==> config.mk <==
export PLATFORM = sky130hd
export DESIGN_NAME = heading_pid_turn_controller
export DESIGN_NICKNAME = d
export VERILOG_FILES = /design/src/sv/hptc_pkg.sv /design/src/sv/heading_pid_turn_controller.sv
export SDC_FILE = /design/constraint.sdc
export NUM_CORES = 2
export LEC_CHECK = 0
export BUFFER_PORTS_ARGS = -buffer_cell sky130_fd_sc_hd__buf_2
export CAP_MARGIN = 20
export CORE_MARGIN = 4
export CORE_UTILIZATION = 65
export DETAILED_ROUTE_END_ITERATION = 10
export PLACE_DENSITY = 0.86
export SYNTH_ARGS = -nofsm -noshare
export SYNTH_HDL_FRONTEND = slang
export SYNTH_SLANG_ARGS = --single-unit
==> constraint.sdc <==
create_clock -name clk -period 17.11 [get_ports clk]
set_clock_uncertainty 0.1 [all_clocks]
set_input_delay 3.422 -clock clk [delete_from_list [all_inputs] [get_ports clk]]
set_output_delay 3.422 -clock clk [all_outputs]
set_load 0.05 [all_outputs]
==> src/sv/hptc_pkg.sv <==
// Types, constants and register codes shared by the heading turn controller.
package hptc_pkg;

    // Sensor slots and field widths
    localparam int SENS_NUM    = 4;
    localparam int ANGLE_W     = 32;
    localparam int SPEED_W     = 15;
    localparam int GAIN_W      = 20;
    localparam int WIN_W       = 16;
    localparam int TICK_W      = 16;
    localparam int INTEG_W     = 40;
    localparam int CFG_DATA_W  = 32;
    localparam int CFG_IDX_W   = 4;
    localparam int DRIVE_W     = 16;

    // Datapath widths derived from the fields
    localparam int IDX_W       = (SENS_NUM > 1) ? $clog2(SENS_NUM) : 1;
    localparam int SUM_W       = ANGLE_W + IDX_W;
    localparam int CNT_W       = $clog2(SENS_NUM + 1);
    localparam int DIV_STEPS   = 8;
    localparam int DIV_W       = ((SUM_W + DIV_STEPS - 1) / DIV_STEPS) * DIV_STEPS;
    localparam int DIV_CYC     = DIV_W / DIV_STEPS;
    localparam int CHUNK_W     = 20;
    localparam int MAG_W       = 2 * CHUNK_W;
    localparam int PROD_W      = GAIN_W + CHUNK_W;
    localparam int ACC_W       = 62;
    localparam int TERM_NUM    = 3;
    localparam int MUL_STEPS   = 2 * TERM_NUM;
    localparam int RND_SHIFT   = 16;
    localparam int RND_W       = ACC_W - RND_SHIFT;

    // Angle and limit constants, 1/256 degree
    localparam int HALF_TURN    = 46080;
    localparam int FULL_TURN    = 92160;
    localparam int DERIV_SETTLE = 128;
    localparam logic signed [INTEG_W-1:0] INTEG_LIMIT = 40'sd549755813887;

    // Register reset values
    localparam logic signed [ANGLE_W-1:0] RST_TARGET  = '0;
    localparam logic [SPEED_W-1:0]        RST_MAX     = 15'd25600;
    localparam logic [GAIN_W-1:0]         RST_GAIN_P  = 20'd39322;
    localparam logic [GAIN_W-1:0]         RST_GAIN_I  = 20'd131;
    localparam logic [GAIN_W-1:0]         RST_GAIN_D  = 20'd26214;
    localparam logic [WIN_W-1:0]          RST_WINDOW  = 16'd3840;
    localparam logic [WIN_W-1:0]          RST_SETTLE  = 16'd256;
    localparam logic [TICK_W-1:0]         RST_TIMEOUT = 16'd150;

    // Register indexes
    typedef logic [CFG_IDX_W-1:0] cfg_idx_t;
    localparam cfg_idx_t REG_TARGET  = 4'd0;
    localparam cfg_idx_t REG_MAX     = 4'd1;
    localparam cfg_idx_t REG_GAIN_P  = 4'd2;
    localparam cfg_idx_t REG_GAIN_I  = 4'd3;
    localparam cfg_idx_t REG_GAIN_D  = 4'd4;
    localparam cfg_idx_t REG_WINDOW  = 4'd5;
    localparam cfg_idx_t REG_SETTLE  = 4'd6;
    localparam cfg_idx_t REG_TIMEOUT = 4'd7;

    // Turn status codes
    typedef enum logic [1:0] {
        STAT_RUN     = 2'd0,
        STAT_SETTLED = 2'd1,
        STAT_TIMEOUT = 2'd2,
        STAT_NOSENS  = 2'd3
    } status_t;

    // One control tick request
    typedef struct packed {
        logic                      start_turn;
        logic signed [ANGLE_W-1:0] sensor_one_angle;
        logic signed [ANGLE_W-1:0] sensor_two_angle;
        logic signed [ANGLE_W-1:0] sensor_three_angle;
        logic signed [ANGLE_W-1:0] sensor_four_angle;
        logic                      sensor_one_present;
        logic                      sensor_two_present;
        logic                      sensor_three_present;
        logic                      sensor_four_present;
    } in_t;

    // One drive result
    typedef struct packed {
        logic signed [DRIVE_W-1:0] turn_speed;
        status_t                   turn_status;
        logic                      stop_brake;
    } out_t;

endpackage

==> src/sv/heading_pid_turn_controller.sv <==
// Heading PID turn controller: sequenced datapath with one shared multiplier.
//
//  Channel  | Handshake              | Payload
//  ---------+------------------------+----------------------------------
//  in       | in_valid / in_stall    | in_data  (hptc_pkg::in_t)
//  out      | out_valid / out_stall  | out_data (hptc_pkg::out_t)
//  cfg      | cfg_valid / cfg_ready  | cfg_index, cfg_data
//
// A request runs from acceptance to result through 4 sensor summing steps,
// 5 divider steps (8 quotient bits each), 3 error/integral steps, 6 passes of
// the shared 20x20 multiplier plus one drain, and 3 rounding/output steps.
// With no sensor present the summing steps lead straight to the output step.
// in_stall is high from acceptance until the result moves into the output
// register; a result waiting on out_stall does not block the next request.
// Reset restores the register defaults and clears integral, error and ticks.
module heading_pid_turn_controller (
    input  logic                                   clk,
    input  logic                                   rst_n,
    input  logic                                   in_valid,
    output logic                                   in_stall,
    input  hptc_pkg::in_t                          in_data,
    output logic                                   out_valid,
    input  logic                                   out_stall,
    output hptc_pkg::out_t                         out_data,
    input  logic                                   cfg_valid,
    output logic                                   cfg_ready,
    input  hptc_pkg::cfg_idx_t                     cfg_index,
    input  logic [hptc_pkg::CFG_DATA_W-1:0]        cfg_data
);
    import hptc_pkg::*;

    typedef enum logic [10:0] {
        S_IDLE  = 11'b000_0000_0001,
        S_SUM   = 11'b000_0000_0010,
        S_DIV   = 11'b000_0000_0100,
        S_ERR   = 11'b000_0000_1000,
        S_WRAP  = 11'b000_0001_0000,
        S_INTEG = 11'b000_0010_0000,
        S_MUL   = 11'b000_0100_0000,
        S_DRAIN = 11'b000_1000_0000,
        S_RND1  = 11'b001_0000_0000,
        S_RND2  = 11'b010_0000_0000,
        S_FIN   = 11'b100_0000_0000
    } state_t;

    state_t state_reg, state_next;

    // Configuration registers
    logic signed [ANGLE_W-1:0] target_reg;
    logic [SPEED_W-1:0]        max_reg;
    logic [GAIN_W-1:0]         gain_p_reg, gain_i_reg, gain_d_reg;
    logic [WIN_W-1:0]          window_reg, settle_reg;
    logic [TICK_W-1:0]         timeout_reg;

    // Controller state
    logic signed [INTEG_W-1:0] integ_reg;
    logic signed [ANGLE_W-1:0] prev_reg;
    logic [TICK_W-1:0]         tick_reg;

    // Sequencer counters and flags
    logic [IDX_W-1:0]          idx_reg;
    logic [$clog2(DIV_CYC+1)-1:0] div_cnt_reg;
    logic [$clog2(MUL_STEPS)-1:0] mul_step_reg;
    logic                      prod_vld_reg;
    logic                      nosens_reg;
    logic                      out_valid_reg;

    // Datapath registers
    logic signed [ANGLE_W-1:0] ang_reg [SENS_NUM];
    logic [SENS_NUM-1:0]       pres_reg;
    logic signed [SUM_W-1:0]   sum_reg;
    logic [CNT_W-1:0]          cnt_reg;
    logic                      sum_neg_reg;
    logic [DIV_W-1:0]          div_reg;
    logic [CNT_W-1:0]          rem_reg;
    logic signed [SUM_W:0]     diff_reg;
    logic signed [ANGLE_W-1:0] err_reg;
    logic [ANGLE_W:0]          err_mag_reg;
    logic signed [ANGLE_W:0]   deriv_reg;
    logic [PROD_W-1:0]         prod_reg;
    logic                      prod_neg_reg;
    logic                      prod_hi_reg;
    logic signed [ACC_W-1:0]   acc_reg;
    logic                      tot_neg_reg;
    logic [ACC_W-1:0]          tot_mag_reg;
    logic signed [DRIVE_W-1:0] speed_reg;
    out_t                      out_reg;

    logic in_accept, out_take, fin_load;
    assign in_accept = in_valid && !in_stall;
    assign out_take  = out_valid_reg && !out_stall;
    assign fin_load  = (state_reg == S_FIN) && (!out_valid_reg || !out_stall);

    assign in_stall  = (state_reg != S_IDLE);
    assign cfg_ready = (state_reg == S_IDLE);
    assign out_valid = out_valid_reg;
    assign out_data  = out_reg;

    // Sum one sensor slot per cycle
    logic signed [SUM_W-1:0] sum_add;
    logic [CNT_W-1:0]        cnt_add;
    logic [SUM_W-1:0]        sum_mag;
    always_comb
    begin
        sum_add = sum_reg;
        cnt_add = cnt_reg;
        if (pres_reg[idx_reg])
        begin
            sum_add = sum_reg + SUM_W'(ang_reg[idx_reg]);
            cnt_add = cnt_reg + CNT_W'(1);
        end
        sum_mag = sum_add[SUM_W-1] ? SUM_W'(-sum_add) : SUM_W'(sum_add);
    end

    // Divide the sum magnitude by the count, several quotient bits per cycle
    logic [DIV_W-1:0] div_next;
    logic [CNT_W-1:0] rem_next;
    always_comb
    begin
        logic [CNT_W:0] trial;
        div_next = div_reg;
        rem_next = rem_reg;
        trial    = '0;
        for (int k = 0; k < DIV_STEPS; k++)
        begin
            trial    = {rem_next, div_next[DIV_W-1]};
            div_next = {div_next[DIV_W-2:0], 1'b0};
            if (trial >= {1'b0, cnt_reg})
            begin
                trial       = trial - {1'b0, cnt_reg};
                div_next[0] = 1'b1;
            end
            rem_next = trial[CNT_W-1:0];
        end
    end

    // Heading average with truncation toward zero
    logic signed [SUM_W-1:0] avg;
    assign avg = sum_neg_reg ? -$signed(div_reg[SUM_W-1:0]) : $signed(div_reg[SUM_W-1:0]);

    // Wrap once, then saturate to the angle range
    logic signed [SUM_W:0]     wrapped;
    logic signed [ANGLE_W-1:0] err_sat;
    always_comb
    begin
        wrapped = diff_reg;
        if (diff_reg > (SUM_W+1)'(HALF_TURN))
            wrapped = diff_reg - (SUM_W+1)'(FULL_TURN);
        else if (diff_reg < -(SUM_W+1)'(HALF_TURN))
            wrapped = diff_reg + (SUM_W+1)'(FULL_TURN);
        if (wrapped > (SUM_W+1)'(32'sh7fff_ffff))
            err_sat = 32'sh7fff_ffff;
        else if (wrapped < (SUM_W+1)'(32'sh8000_0000))
            err_sat = 32'sh8000_0000;
        else
            err_sat = wrapped[ANGLE_W-1:0];
    end

    // Windowed, saturating integral and derivative
    logic [ANGLE_W:0]           err_mag;
    logic signed [INTEG_W:0]    integ_sum;
    logic signed [INTEG_W-1:0]  integ_next;
    always_comb
    begin
        err_mag   = err_reg[ANGLE_W-1] ? (ANGLE_W+1)'(-(ANGLE_W+1)'(err_reg))
                                       : (ANGLE_W+1)'(err_reg);
        integ_sum = (INTEG_W+1)'(integ_reg) + (INTEG_W+1)'(err_reg);
        if (err_mag >= (ANGLE_W+1)'(window_reg))
            integ_next = '0;
        else if (integ_sum > (INTEG_W+1)'(INTEG_LIMIT))
            integ_next = INTEG_LIMIT;
        else if (integ_sum < -(INTEG_W+1)'(INTEG_LIMIT))
            integ_next = -INTEG_LIMIT;
        else
            integ_next = integ_sum[INTEG_W-1:0];
    end

    // Operand select for the shared multiplier
    logic [ANGLE_W:0]   deriv_mag;
    logic [GAIN_W-1:0]  mul_gain;
    logic [MAG_W-1:0]   mul_mag;
    logic               mul_neg;
    logic [CHUNK_W-1:0] mul_chunk;
    always_comb
    begin
        deriv_mag = deriv_reg[ANGLE_W] ? (ANGLE_W+1)'(-deriv_reg) : (ANGLE_W+1)'(deriv_reg);
        case (mul_step_reg[$clog2(MUL_STEPS)-1:1])
            2'd0:
            begin
                mul_gain = gain_p_reg;
                mul_mag  = MAG_W'(err_mag_reg);
                mul_neg  = err_reg[ANGLE_W-1];
            end
            2'd1:
            begin
                mul_gain = gain_i_reg;
                mul_mag  = integ_reg[INTEG_W-1] ? MAG_W'(-integ_reg) : MAG_W'(integ_reg);
                mul_neg  = integ_reg[INTEG_W-1];
            end
            2'd2:
            begin
                mul_gain = gain_d_reg;
                mul_mag  = MAG_W'(deriv_mag);
                mul_neg  = deriv_reg[ANGLE_W];
            end
            default:
            begin
                mul_gain = '0;
                mul_mag  = '0;
                mul_neg  = 1'b0;
            end
        endcase
        mul_chunk = mul_step_reg[0] ? mul_mag[MAG_W-1:CHUNK_W] : mul_mag[CHUNK_W-1:0];
    end

    // Partial product aligned to its chunk
    logic [ACC_W-1:0] pp_aligned;
    assign pp_aligned = prod_hi_reg ? (ACC_W'(prod_reg) << CHUNK_W) : ACC_W'(prod_reg);

    // Round to nearest, ties away from zero, then clamp to max speed
    logic [RND_W-1:0]   rnd_mag;
    logic [SPEED_W-1:0] lim_mag;
    always_comb
    begin
        rnd_mag = RND_W'((tot_mag_reg + ACC_W'(1 << (RND_SHIFT - 1))) >> RND_SHIFT);
        lim_mag = (rnd_mag > RND_W'(max_reg)) ? max_reg : rnd_mag[SPEED_W-1:0];
    end

    // Turn status from error, derivative and tick count
    status_t fin_status;
    always_comb
    begin
        if (nosens_reg)
            fin_status = STAT_NOSENS;
        else if ((err_mag_reg < (ANGLE_W+1)'(settle_reg))
                 && (deriv_mag < (ANGLE_W+1)'(DERIV_SETTLE)))
            fin_status = STAT_SETTLED;
        else if (tick_reg > timeout_reg)
            fin_status = STAT_TIMEOUT;
        else
            fin_status = STAT_RUN;
    end

    // Sequencer
    always_comb
    begin
        state_next = state_reg;
        case (state_reg)
            S_IDLE:  if (in_accept) state_next = S_SUM;
            S_SUM:
            begin
                if (idx_reg == IDX_W'(SENS_NUM - 1))
                    state_next = (cnt_add == '0) ? S_FIN : S_DIV;
            end
            S_DIV:   if (div_cnt_reg == ($bits(div_cnt_reg))'(DIV_CYC - 1)) state_next = S_ERR;
            S_ERR:   state_next = S_WRAP;
            S_WRAP:  state_next = S_INTEG;
            S_INTEG: state_next = S_MUL;
            S_MUL:
            begin
                if (mul_step_reg == ($bits(mul_step_reg))'(MUL_STEPS - 1))
                    state_next = S_DRAIN;
            end
            S_DRAIN: state_next = S_RND1;
            S_RND1:  state_next = S_RND2;
            S_RND2:  state_next = S_FIN;
            S_FIN:   if (fin_load) state_next = S_IDLE;
            default: state_next = S_IDLE;
        endcase
    end

    // Control state, configuration and controller state
    always_ff @(posedge clk or negedge rst_n)
    begin
        if (!rst_n)
        begin
            state_reg     <= S_IDLE;
            out_valid_reg <= 1'b0;
            prod_vld_reg  <= 1'b0;
            idx_reg       <= '0;
            div_cnt_reg   <= '0;
            mul_step_reg  <= '0;
            nosens_reg    <= 1'b0;
            target_reg    <= RST_TARGET;
            max_reg       <= RST_MAX;
            gain_p_reg    <= RST_GAIN_P;
            gain_i_reg    <= RST_GAIN_I;
            gain_d_reg    <= RST_GAIN_D;
            window_reg    <= RST_WINDOW;
            settle_reg    <= RST_SETTLE;
            timeout_reg   <= RST_TIMEOUT;
            integ_reg     <= '0;
            prev_reg      <= '0;
            tick_reg      <= '0;
        end
        else
        begin
            state_reg    <= state_next;
            prod_vld_reg <= (state_reg == S_MUL);

            // Take a register write
            if (cfg_valid && cfg_ready)
            begin
                case (cfg_index)
                    REG_TARGET:  target_reg  <= cfg_data[ANGLE_W-1:0];
                    REG_MAX:     max_reg     <= cfg_data[SPEED_W-1:0];
                    REG_GAIN_P:  gain_p_reg  <= cfg_data[GAIN_W-1:0];
                    REG_GAIN_I:  gain_i_reg  <= cfg_data[GAIN_W-1:0];
                    REG_GAIN_D:  gain_d_reg  <= cfg_data[GAIN_W-1:0];
                    REG_WINDOW:  window_reg  <= cfg_data[WIN_W-1:0];
                    REG_SETTLE:  settle_reg  <= cfg_data[WIN_W-1:0];
                    REG_TIMEOUT: timeout_reg <= cfg_data[TICK_W-1:0];
                    default:     ;
                endcase
            end

            // Clear the turn state on a start request
            if (in_accept)
            begin
                idx_reg    <= '0;
                nosens_reg <= 1'b0;
                if (in_data.start_turn)
                begin
                    integ_reg <= '0;
                    prev_reg  <= '0;
                    tick_reg  <= '0;
                end
            end

            // Advance the counters
            if (state_reg == S_SUM)
            begin
                idx_reg     <= idx_reg + IDX_W'(1);
                div_cnt_reg <= '0;
                nosens_reg  <= (cnt_add == '0);
            end
            if (state_reg == S_DIV)
                div_cnt_reg <= div_cnt_reg + ($bits(div_cnt_reg))'(1);
            if (state_reg == S_INTEG)
            begin
                integ_reg    <= integ_next;
                mul_step_reg <= '0;
            end
            if (state_reg == S_MUL)
                mul_step_reg <= mul_step_reg + ($bits(mul_step_reg))'(1);

            // Commit the turn state when the result goes out
            if (fin_load && !nosens_reg)
            begin
                prev_reg <= err_reg;
                if (tick_reg != {TICK_W{1'b1}})
                    tick_reg <= tick_reg + TICK_W'(1);
            end

            // Hold the result until taken
            if (fin_load)
                out_valid_reg <= 1'b1;
            else if (out_take)
                out_valid_reg <= 1'b0;
        end
    end

    // Datapath registers
    always_ff @(posedge clk)
    begin
        if (in_accept)
        begin
            ang_reg[0] <= in_data.sensor_one_angle;
            ang_reg[1] <= in_data.sensor_two_angle;
            ang_reg[2] <= in_data.sensor_three_angle;
            ang_reg[3] <= in_data.sensor_four_angle;
            pres_reg   <= {in_data.sensor_four_present, in_data.sensor_three_present,
                           in_data.sensor_two_present, in_data.sensor_one_present};
            sum_reg    <= '0;
            cnt_reg    <= '0;
        end

        if (state_reg == S_SUM)
        begin
            sum_reg     <= sum_add;
            cnt_reg     <= cnt_add;
            sum_neg_reg <= sum_add[SUM_W-1];
            div_reg     <= DIV_W'(sum_mag);
            rem_reg     <= '0;
        end

        if (state_reg == S_DIV)
        begin
            div_reg <= div_next;
            rem_reg <= rem_next;
        end

        if (state_reg == S_ERR)
            diff_reg <= (SUM_W+1)'(target_reg) - (SUM_W+1)'(avg);

        if (state_reg == S_WRAP)
            err_reg <= err_sat;

        if (state_reg == S_INTEG)
        begin
            err_mag_reg <= err_mag;
            deriv_reg   <= (ANGLE_W+1)'(err_reg) - (ANGLE_W+1)'(prev_reg);
        end

        // Issue one partial product per cycle
        if (state_reg == S_MUL)
        begin
            prod_reg     <= PROD_W'(mul_gain) * PROD_W'(mul_chunk);
            prod_neg_reg <= mul_neg;
            prod_hi_reg  <= mul_step_reg[0];
        end

        // Accumulate the registered partial products
        if (state_reg == S_INTEG)
            acc_reg <= '0;
        else if (prod_vld_reg)
            acc_reg <= prod_neg_reg ? acc_reg - $signed(pp_aligned)
                                    : acc_reg + $signed(pp_aligned);

        if (state_reg == S_RND1)
        begin
            tot_neg_reg <= acc_reg[ACC_W-1];
            tot_mag_reg <= acc_reg[ACC_W-1] ? ACC_W'(-acc_reg) : ACC_W'(acc_reg);
        end

        if (state_reg == S_RND2)
            speed_reg <= tot_neg_reg ? -$signed(DRIVE_W'(lim_mag)) : $signed(DRIVE_W'(lim_mag));

        if (fin_load)
        begin
            out_reg.turn_speed  <= nosens_reg ? '0 : speed_reg;
            out_reg.turn_status <= fin_status;
            out_reg.stop_brake  <= (fin_status != STAT_RUN);
        end
    end

    // No-sensor results carry zero drive and brake
    assert property (@(posedge clk) disable iff (!rst_n)
        (out_valid && out_data.turn_status == STAT_NOSENS)
        |-> (out_data.turn_speed == '0 && out_data.stop_brake))
        else $error("no-sensor result with drive or without brake");

    // Brake follows any ended turn
    assert property (@(posedge clk) disable iff (!rst_n)
        out_valid |-> (out_data.stop_brake == (out_data.turn_status != STAT_RUN)))
        else $error("brake flag disagrees with status");

    // Drive stays within the configured limit
    assert property (@(posedge clk) disable iff (!rst_n)
        out_valid |-> ((DRIVE_W+1)'(out_data.turn_speed) <= $signed({2'b00, max_reg})
                    && (DRIVE_W+1)'(out_data.turn_speed) >= -$signed({2'b00, max_reg})))
        else $error("drive exceeds max speed");

    // Integral never leaves its saturation range
    assert property (@(posedge clk) disable iff (!rst_n)
        (integ_reg <= INTEG_LIMIT) && (integ_reg >= -INTEG_LIMIT))
        else $error("integral out of range");

    // The divider only runs with a nonzero count
    assert property (@(posedge clk) disable iff (!rst_n)
        (state_reg == S_DIV) |-> (cnt_reg != '0))
        else $error("divide by zero count");

endmodule

### Word-level counts from Yosys, hierarchy flattened

Memories as Yosys holds them, arrays and structs flattened.
Index checks and enable logic that the tools add are counted.

| storage, ports and cells | value |
|---|---|
| register bits after elaboration | 685 |
| latch bits | 0 |
| RAM bits | 128 |
| ROM bits | 0 |
| input port bits | 174 |
| output and inout port bits | 22 |
| logic and storage cells | 234 |
| memories | 1 |

Memories:

| memory | words | bits a word | rd ports | clocked after memory_dff | write ports | RTL line | source |
|---|---|---|---|---|---|---|---|
| ang_reg | 4 | 32 | 1 | 0 | 4 | heading_pid_turn_controller.sv:69 | `logic signed [ANGLE_W-1:0] ang_reg [SENS_NUM];` |

| operators by class | value |
|---|---|
| $add $sub $neg | 29 |
| multipliers | 1 |
| divide/modulo/power cells | 0 |
| $lt $le $gt $ge | 20 |
| equal/unequal tests | 30 |
| shift operators | 0 |
| mux-type cells | 79 |
| bitwise logic cells | 0 |
| reduce and logical (&&, ||, !) cells | 34 |

Operator list:

| kind | number |
|---|---|
| 2-to-1 mux 40 bit | 9 |
| 2-to-1 mux 34 bit | 5 |
| 2-to-1 mux 32 bit | 4 |
| one-hot mux 11 bit (11 select lines) | 1 |
| one-hot mux 40 bit (3 select lines) | 1 |
| 2-to-1 mux 35 bit | 2 |
| negator 34 bit | 2 |
| 2-to-1 mux 11 bit | 6 |
| 2-to-1 mux 33 bit | 2 |
| 2-to-1 mux 16 bit | 4 |
| adder 62 x 16 -> 62 bit (second input constant) | 1 |
| adder 62 x 61 -> 62 bit | 1 |
| 2-to-1 mux 62 bit | 1 |
| negator 62 bit | 1 |
| subtractor 62 x 61 -> 62 bit | 1 |
| 2-to-1 mux 61 bit | 1 |
| 2-to-1 mux 60 bit | 1 |
| one-hot mux 20 bit (3 select lines) | 1 |
| 2-to-1 mux 3 bit | 16 |
| > comparator 46 x 15 -> 1 bit | 1 |
| adder 40 x 32 -> 41 bit | 1 |
| > comparator 41 x 40 -> 1 bit (second input constant) | 1 |
| less-than comparator 41 x 40 -> 1 bit (second input constant) | 1 |
| multiplier 20 x 20 -> 40 bit | 1 |
| other kinds (59) | 128 |

### Depth between registers and ports, before layout

| depth | value |
|---|---|
| depth after elaboration | 17 |
| mapped depth | 58 |
| gate-level depth less buffers | 58 |

### Worst setup path before layout

No wires, ideal clock.

| timing | value |
|---|---|
| path type | register -> register |
| start point | register cnt_reg[1] |
| end point | register rem_reg[1] (data pin) |
| setup time | 0.266 ns |
| data arrival time | 10.830 ns |
| data required time | 16.744 ns |
| setup slack | 5.914 ns |
| cell stages (with the launch flop) | 51 |
| path buffers | 0 |
| clock period less this slack | 11.196 ns |
| path through | edfxtp_1 > inv_1 > fa_1 > and2_1 > or4_1 > nand2_1 > inv_1 > ha_1 > a21bo_2 > a21oi_1 > o31ai_2 > o21ai_0 > inv_1 > ha_1 > nand2_1 > nand2_1 > a21oi_1 > nand2_1 > [15 not listed] > o21ai_0 > ha_1 > nand2_1 > nand2_1 > a21o_1 > a311oi_1 > o311ai_1 > a221o_1 > ha_1 > a21oi_1 > and2_1 > mux2i_1 > ha_1 > a21o_1 > a21o_1 > a211oi_1 > mux2i_1 > nor2_1 |

| between the ends | value |
|---|---|
| longest elaborated chain between the ends | 17 |
| elaborated cells between the ends (all ways) | 25 |
| classes of those cells | 8 x add/sub; 8 x order compare; 9 x mux |

Ends and longest elaborated chain:

| what | RTL line | source |
|---|---|---|
| start, declared | heading_pid_turn_controller.sv:72 | `logic [CNT_W-1:0] cnt_reg;` |
| start signal, assigned | heading_pid_turn_controller.sv:381 | `cnt_reg <= cnt_add;` |
| >= comparator 4 x 3 -> 1 bit / subtractor 3 bit (equally long branches) | heading_pid_turn_controller.sv:128, heading_pid_turn_controller.sv:130 |  |
| 2-to-1 mux 3 bit | heading_pid_turn_controller.sv:128 | `if (trial >= {1'b0, cnt_reg})` |
| >= comparator 4 x 3 -> 1 bit / subtractor 3 bit (equally long branches) | heading_pid_turn_controller.sv:128, heading_pid_turn_controller.sv:130 |  |
| 2-to-1 mux 3 bit | heading_pid_turn_controller.sv:128 |  |
| >= comparator 4 x 3 -> 1 bit / subtractor 3 bit (equally long branches) | heading_pid_turn_controller.sv:128, heading_pid_turn_controller.sv:130 |  |
| 2-to-1 mux 3 bit | heading_pid_turn_controller.sv:128 |  |
| >= comparator 4 x 3 -> 1 bit / subtractor 3 bit (equally long branches) | heading_pid_turn_controller.sv:128, heading_pid_turn_controller.sv:130 |  |
| 2-to-1 mux 3 bit | heading_pid_turn_controller.sv:128 |  |
| >= comparator 4 x 3 -> 1 bit / subtractor 3 bit (equally long branches) | heading_pid_turn_controller.sv:128, heading_pid_turn_controller.sv:130 |  |
| 2-to-1 mux 3 bit | heading_pid_turn_controller.sv:128 |  |
| >= comparator 4 x 3 -> 1 bit / subtractor 3 bit (equally long branches) | heading_pid_turn_controller.sv:128, heading_pid_turn_controller.sv:130 |  |
| 2-to-1 mux 3 bit | heading_pid_turn_controller.sv:128 |  |
| >= comparator 4 x 3 -> 1 bit / subtractor 3 bit (equally long branches) | heading_pid_turn_controller.sv:128, heading_pid_turn_controller.sv:130 |  |
| 2-to-1 mux 3 bit | heading_pid_turn_controller.sv:128 |  |
| >= comparator 4 x 3 -> 1 bit / subtractor 3 bit (equally long branches) | heading_pid_turn_controller.sv:128, heading_pid_turn_controller.sv:130 |  |
| 2-to-1 mux 3 bit * | heading_pid_turn_controller.sv:128 |  |
| 2-to-1 mux 3 bit * | heading_pid_turn_controller.sv:387 | `if (state_reg == S_DIV)` |
| end signal, assigned | heading_pid_turn_controller.sv:390 | `rem_reg <= rem_next;` |
| end, declared | heading_pid_turn_controller.sv:75 | `logic [CNT_W-1:0] rem_reg;` |

Mark *: on every way between the ends. The rest lies on a longest branch, timed or not.
A chain may end at the register's enable or synchronous reset.

### Final worst setup path

Ends and elaborated chain as after synthesis.

==> metrics.md <==
| Metric | Value |
|---|---|
| Status | finished, final reports clean |
| Post-synth top area cell | edfxtp_1 |
| Mapped Nets | 7999 |
| Seq cells post-synth | 798 |
| Final #Nets | 8071 |
| Critical Path Start Type | register |
| Final min period | 13.00 ns |
| Mapped Cells | 7037 |
| Final Max Tran Viols | 0 |
| Synth area leaders | edfxtp_1 21%, fa_1 10%, dfrtp_1 8.8% |
| Yosys Warn Count | 0 |
| Crit Path Class | register to register |
| Max FFs per register | 128 |
| Met2 usage | 0.554 |
| Initial Utilization | 0.659 |
| Max-Cap Viols | 0 |
| Fillers | 7309 |
| Crit path max fanout | 10 |
| Post-route ant nets | 0 |
| Sequential-to-total area share from yosys stat | 0.332 |
| Initial DRC Count | 6755 |
| Share of cells above drive strength 1 | 0.101 |
| Reg-to-reg startpoint | cnt_reg[1] |
| Vias in the first global route | 54300 |
| CP max stage delay | 0.78 ns |
| Clock buffer depth | 3 |
| TNS Setup | 0 ns |
| Final hold violation count | 0 |
| Mapped Avg Cell Area | 9.43 sq um |
| Met1 usage | 0.463 |
| Die width | 328 um |
| Crit-path slowest cell | edfxtp_1 |
| Vias | 55746 |
| CTS root buf | clkbuf_16 |
| Distinct cells, synth | 93 |
| Commonest cells after routing, fill and taps aside | 714 x nand2_1, 597 x nor2_1, 574 x inv_1 |
| Tcrit/Tclk final | 0.760 |
| Worst-margin pin slew | 1.15 ns |
| CTS tree | done |
| Clock Sinks | 798 |
| Initial antenna violation count | 9 |
| Routed len/inst | 22.4 um |
| CTS HTree Levels | 3 |
| Post-CTS setup buffer count | 0 |
| First-pass GRT wire length | 298000 um |
| Post-synth EDFFs | 471 |
| Worst-path clk slew | 0.07 ns |
| GRT Util Overall | 0.349 |
| Req. time, crit path | 17.45 ns |
| Post-Synthesis Cell Area | 66400 sq um |
| Post-cts sizing count | 0 |
| Hold crit path type | register to register |
| Final setup fails | 0 |
| Buffers & Inverters on Critical Path | 5 |
| RD Place Congestion | 1.03 |
| Row Count | 116 |
| Die height | 328 um |
| Vias per cell | 6.53 |
| Worst rel slew slack | 0.216 |
| Yosys top cell area share | 0.213 |
| DR pass1 iterations | 6 |
| Critical path startpoint | cnt_reg[1] |
| Residual DRC count | 0 |
| Largest net degree at the start of global routing | 91 |
| Crit path arrival time | 13.33 ns |
| Core area | 101000 sq um |
| Cts hold-fix bufs | 0 |
| Count of buffers from port buffering | 195 |
| Routed wire length | 191000 um |
| Ys flop type | edfxtp_1 |
| Area Growth Syn to Fin | 8.14% |
| GRT busiest layer | met2 |
| Clk Latency, worst-skew pair | 0.70 ns |
| CTS Buf Count | 87 |
| IO Pins | 196 |
| Cell mode on critical path | nand2_1 |
| Commonest non-fill, non-tap cell in the layout | nand2_1 |
| Unrepaired setup endpoints after global routing | no |
| Finished Core Util | 0.713 |
| Ys async rst share | 0.332 |
| Fmax | 76.9 MHz |
| Met3 Usage GRT | 0.0777 |
| Cell family with most CP delay | compound AO/OA/AOI/OAI gates |
| Crit. End Element | register |
| Grt total ovfl | 0 |
| Die area | 107000 sq um |
| DP HPWL | 142000 um |
| Hold_sp | acc_reg[0] |
## cells by family (layout without fill, tap and decap cells)
family / count (synthesis) / after routing / synth area share
AOI/OAI and AO/OA: 1615 / 1615 / 0.159
xor gates and xnor gates: 462 / 462 / 0.0610
adders and majority gates: 788 / 788 / 0.186
buffers and inverters: 867 / 1010 / 0.0491
DFF: 798 / 798 / 0.332
muxes: 301 / 301 / 0.0545
other: 1 / 5 / 0.0000565
and+or+nand+nor: 2205 / 2205 / 0.158
## through the flow
stage | instances | setup slack (ns) | hold slack (ns) | cell area, sq um
floorplan | 7037 | 5.91 | 0.356 | 66400
global placement | 8369 | 4.15 | 0.374 | 68700
global route | 8539 | 3.01 | 0.412 | 71800
finish | 8541 | 4.11 | 0.400 | 71800
CTS | 8530 | 4.14 | 0.399 | 71700
detailed placement | 8370 | 4.23 | 0.381 | 68700
## area by class of cell
cell class	count	area, sq um	area share
Timing Repair Buffer	272	1640	0.0228
Antenna cell	4	10.0	0.000139
Sequential cell	798	22100	0.307
Inverter	578	2170	0.0303
Tap cell	1357	1700	0.0237
Multi-Input combinational cell	5372	41200	0.574
Clock inverter	52	649	0.00905
Clock buffer	108	2340	0.0326
## cells in the mapped netlist, drive strengths merged, types with 175 or more instances
library cell / number
clkbuf: 251
inv: 578
a21oi: 375
xnor2: 285
nor2: 599
fa: 333
edfxtp: 471
o21ai: 393
a21o: 175
xor2: 177
ha: 455
dfrtp: 233
nand2: 716
## final timing paths
path | depth (start not counted) | to | slack, ns
setup reg to reg | 47 | rem_reg[1] | 4.11
hold / removal | 2 | acc_reg[0] | 0.40
setup / recovery | 47 | rem_reg[1] | 4.11
hold reg to reg | 2 | acc_reg[0] | 0.40
min in group asynchronous | 1 | target_reg[30] | 2.54
max in group asynchronous | 3 | prev_reg[1] | 12.03
## metal layers
metal,share of wire,vias up
li1,-,25163
met1,0.38,26986
met2,0.45,2975
met3,0.11,618
met4,0.051,4
met5,0.00014,-
## worst min-delay path: stages, from the launching register on
cell and delay [ns]:
dfxtp_1 0.32, nor2_1 0.09, a211oi_1 0.05
Power is left out: the tool's default activity adds up to more than one toggle a clock period on the data nets, which glitch-free logic cannot reach.
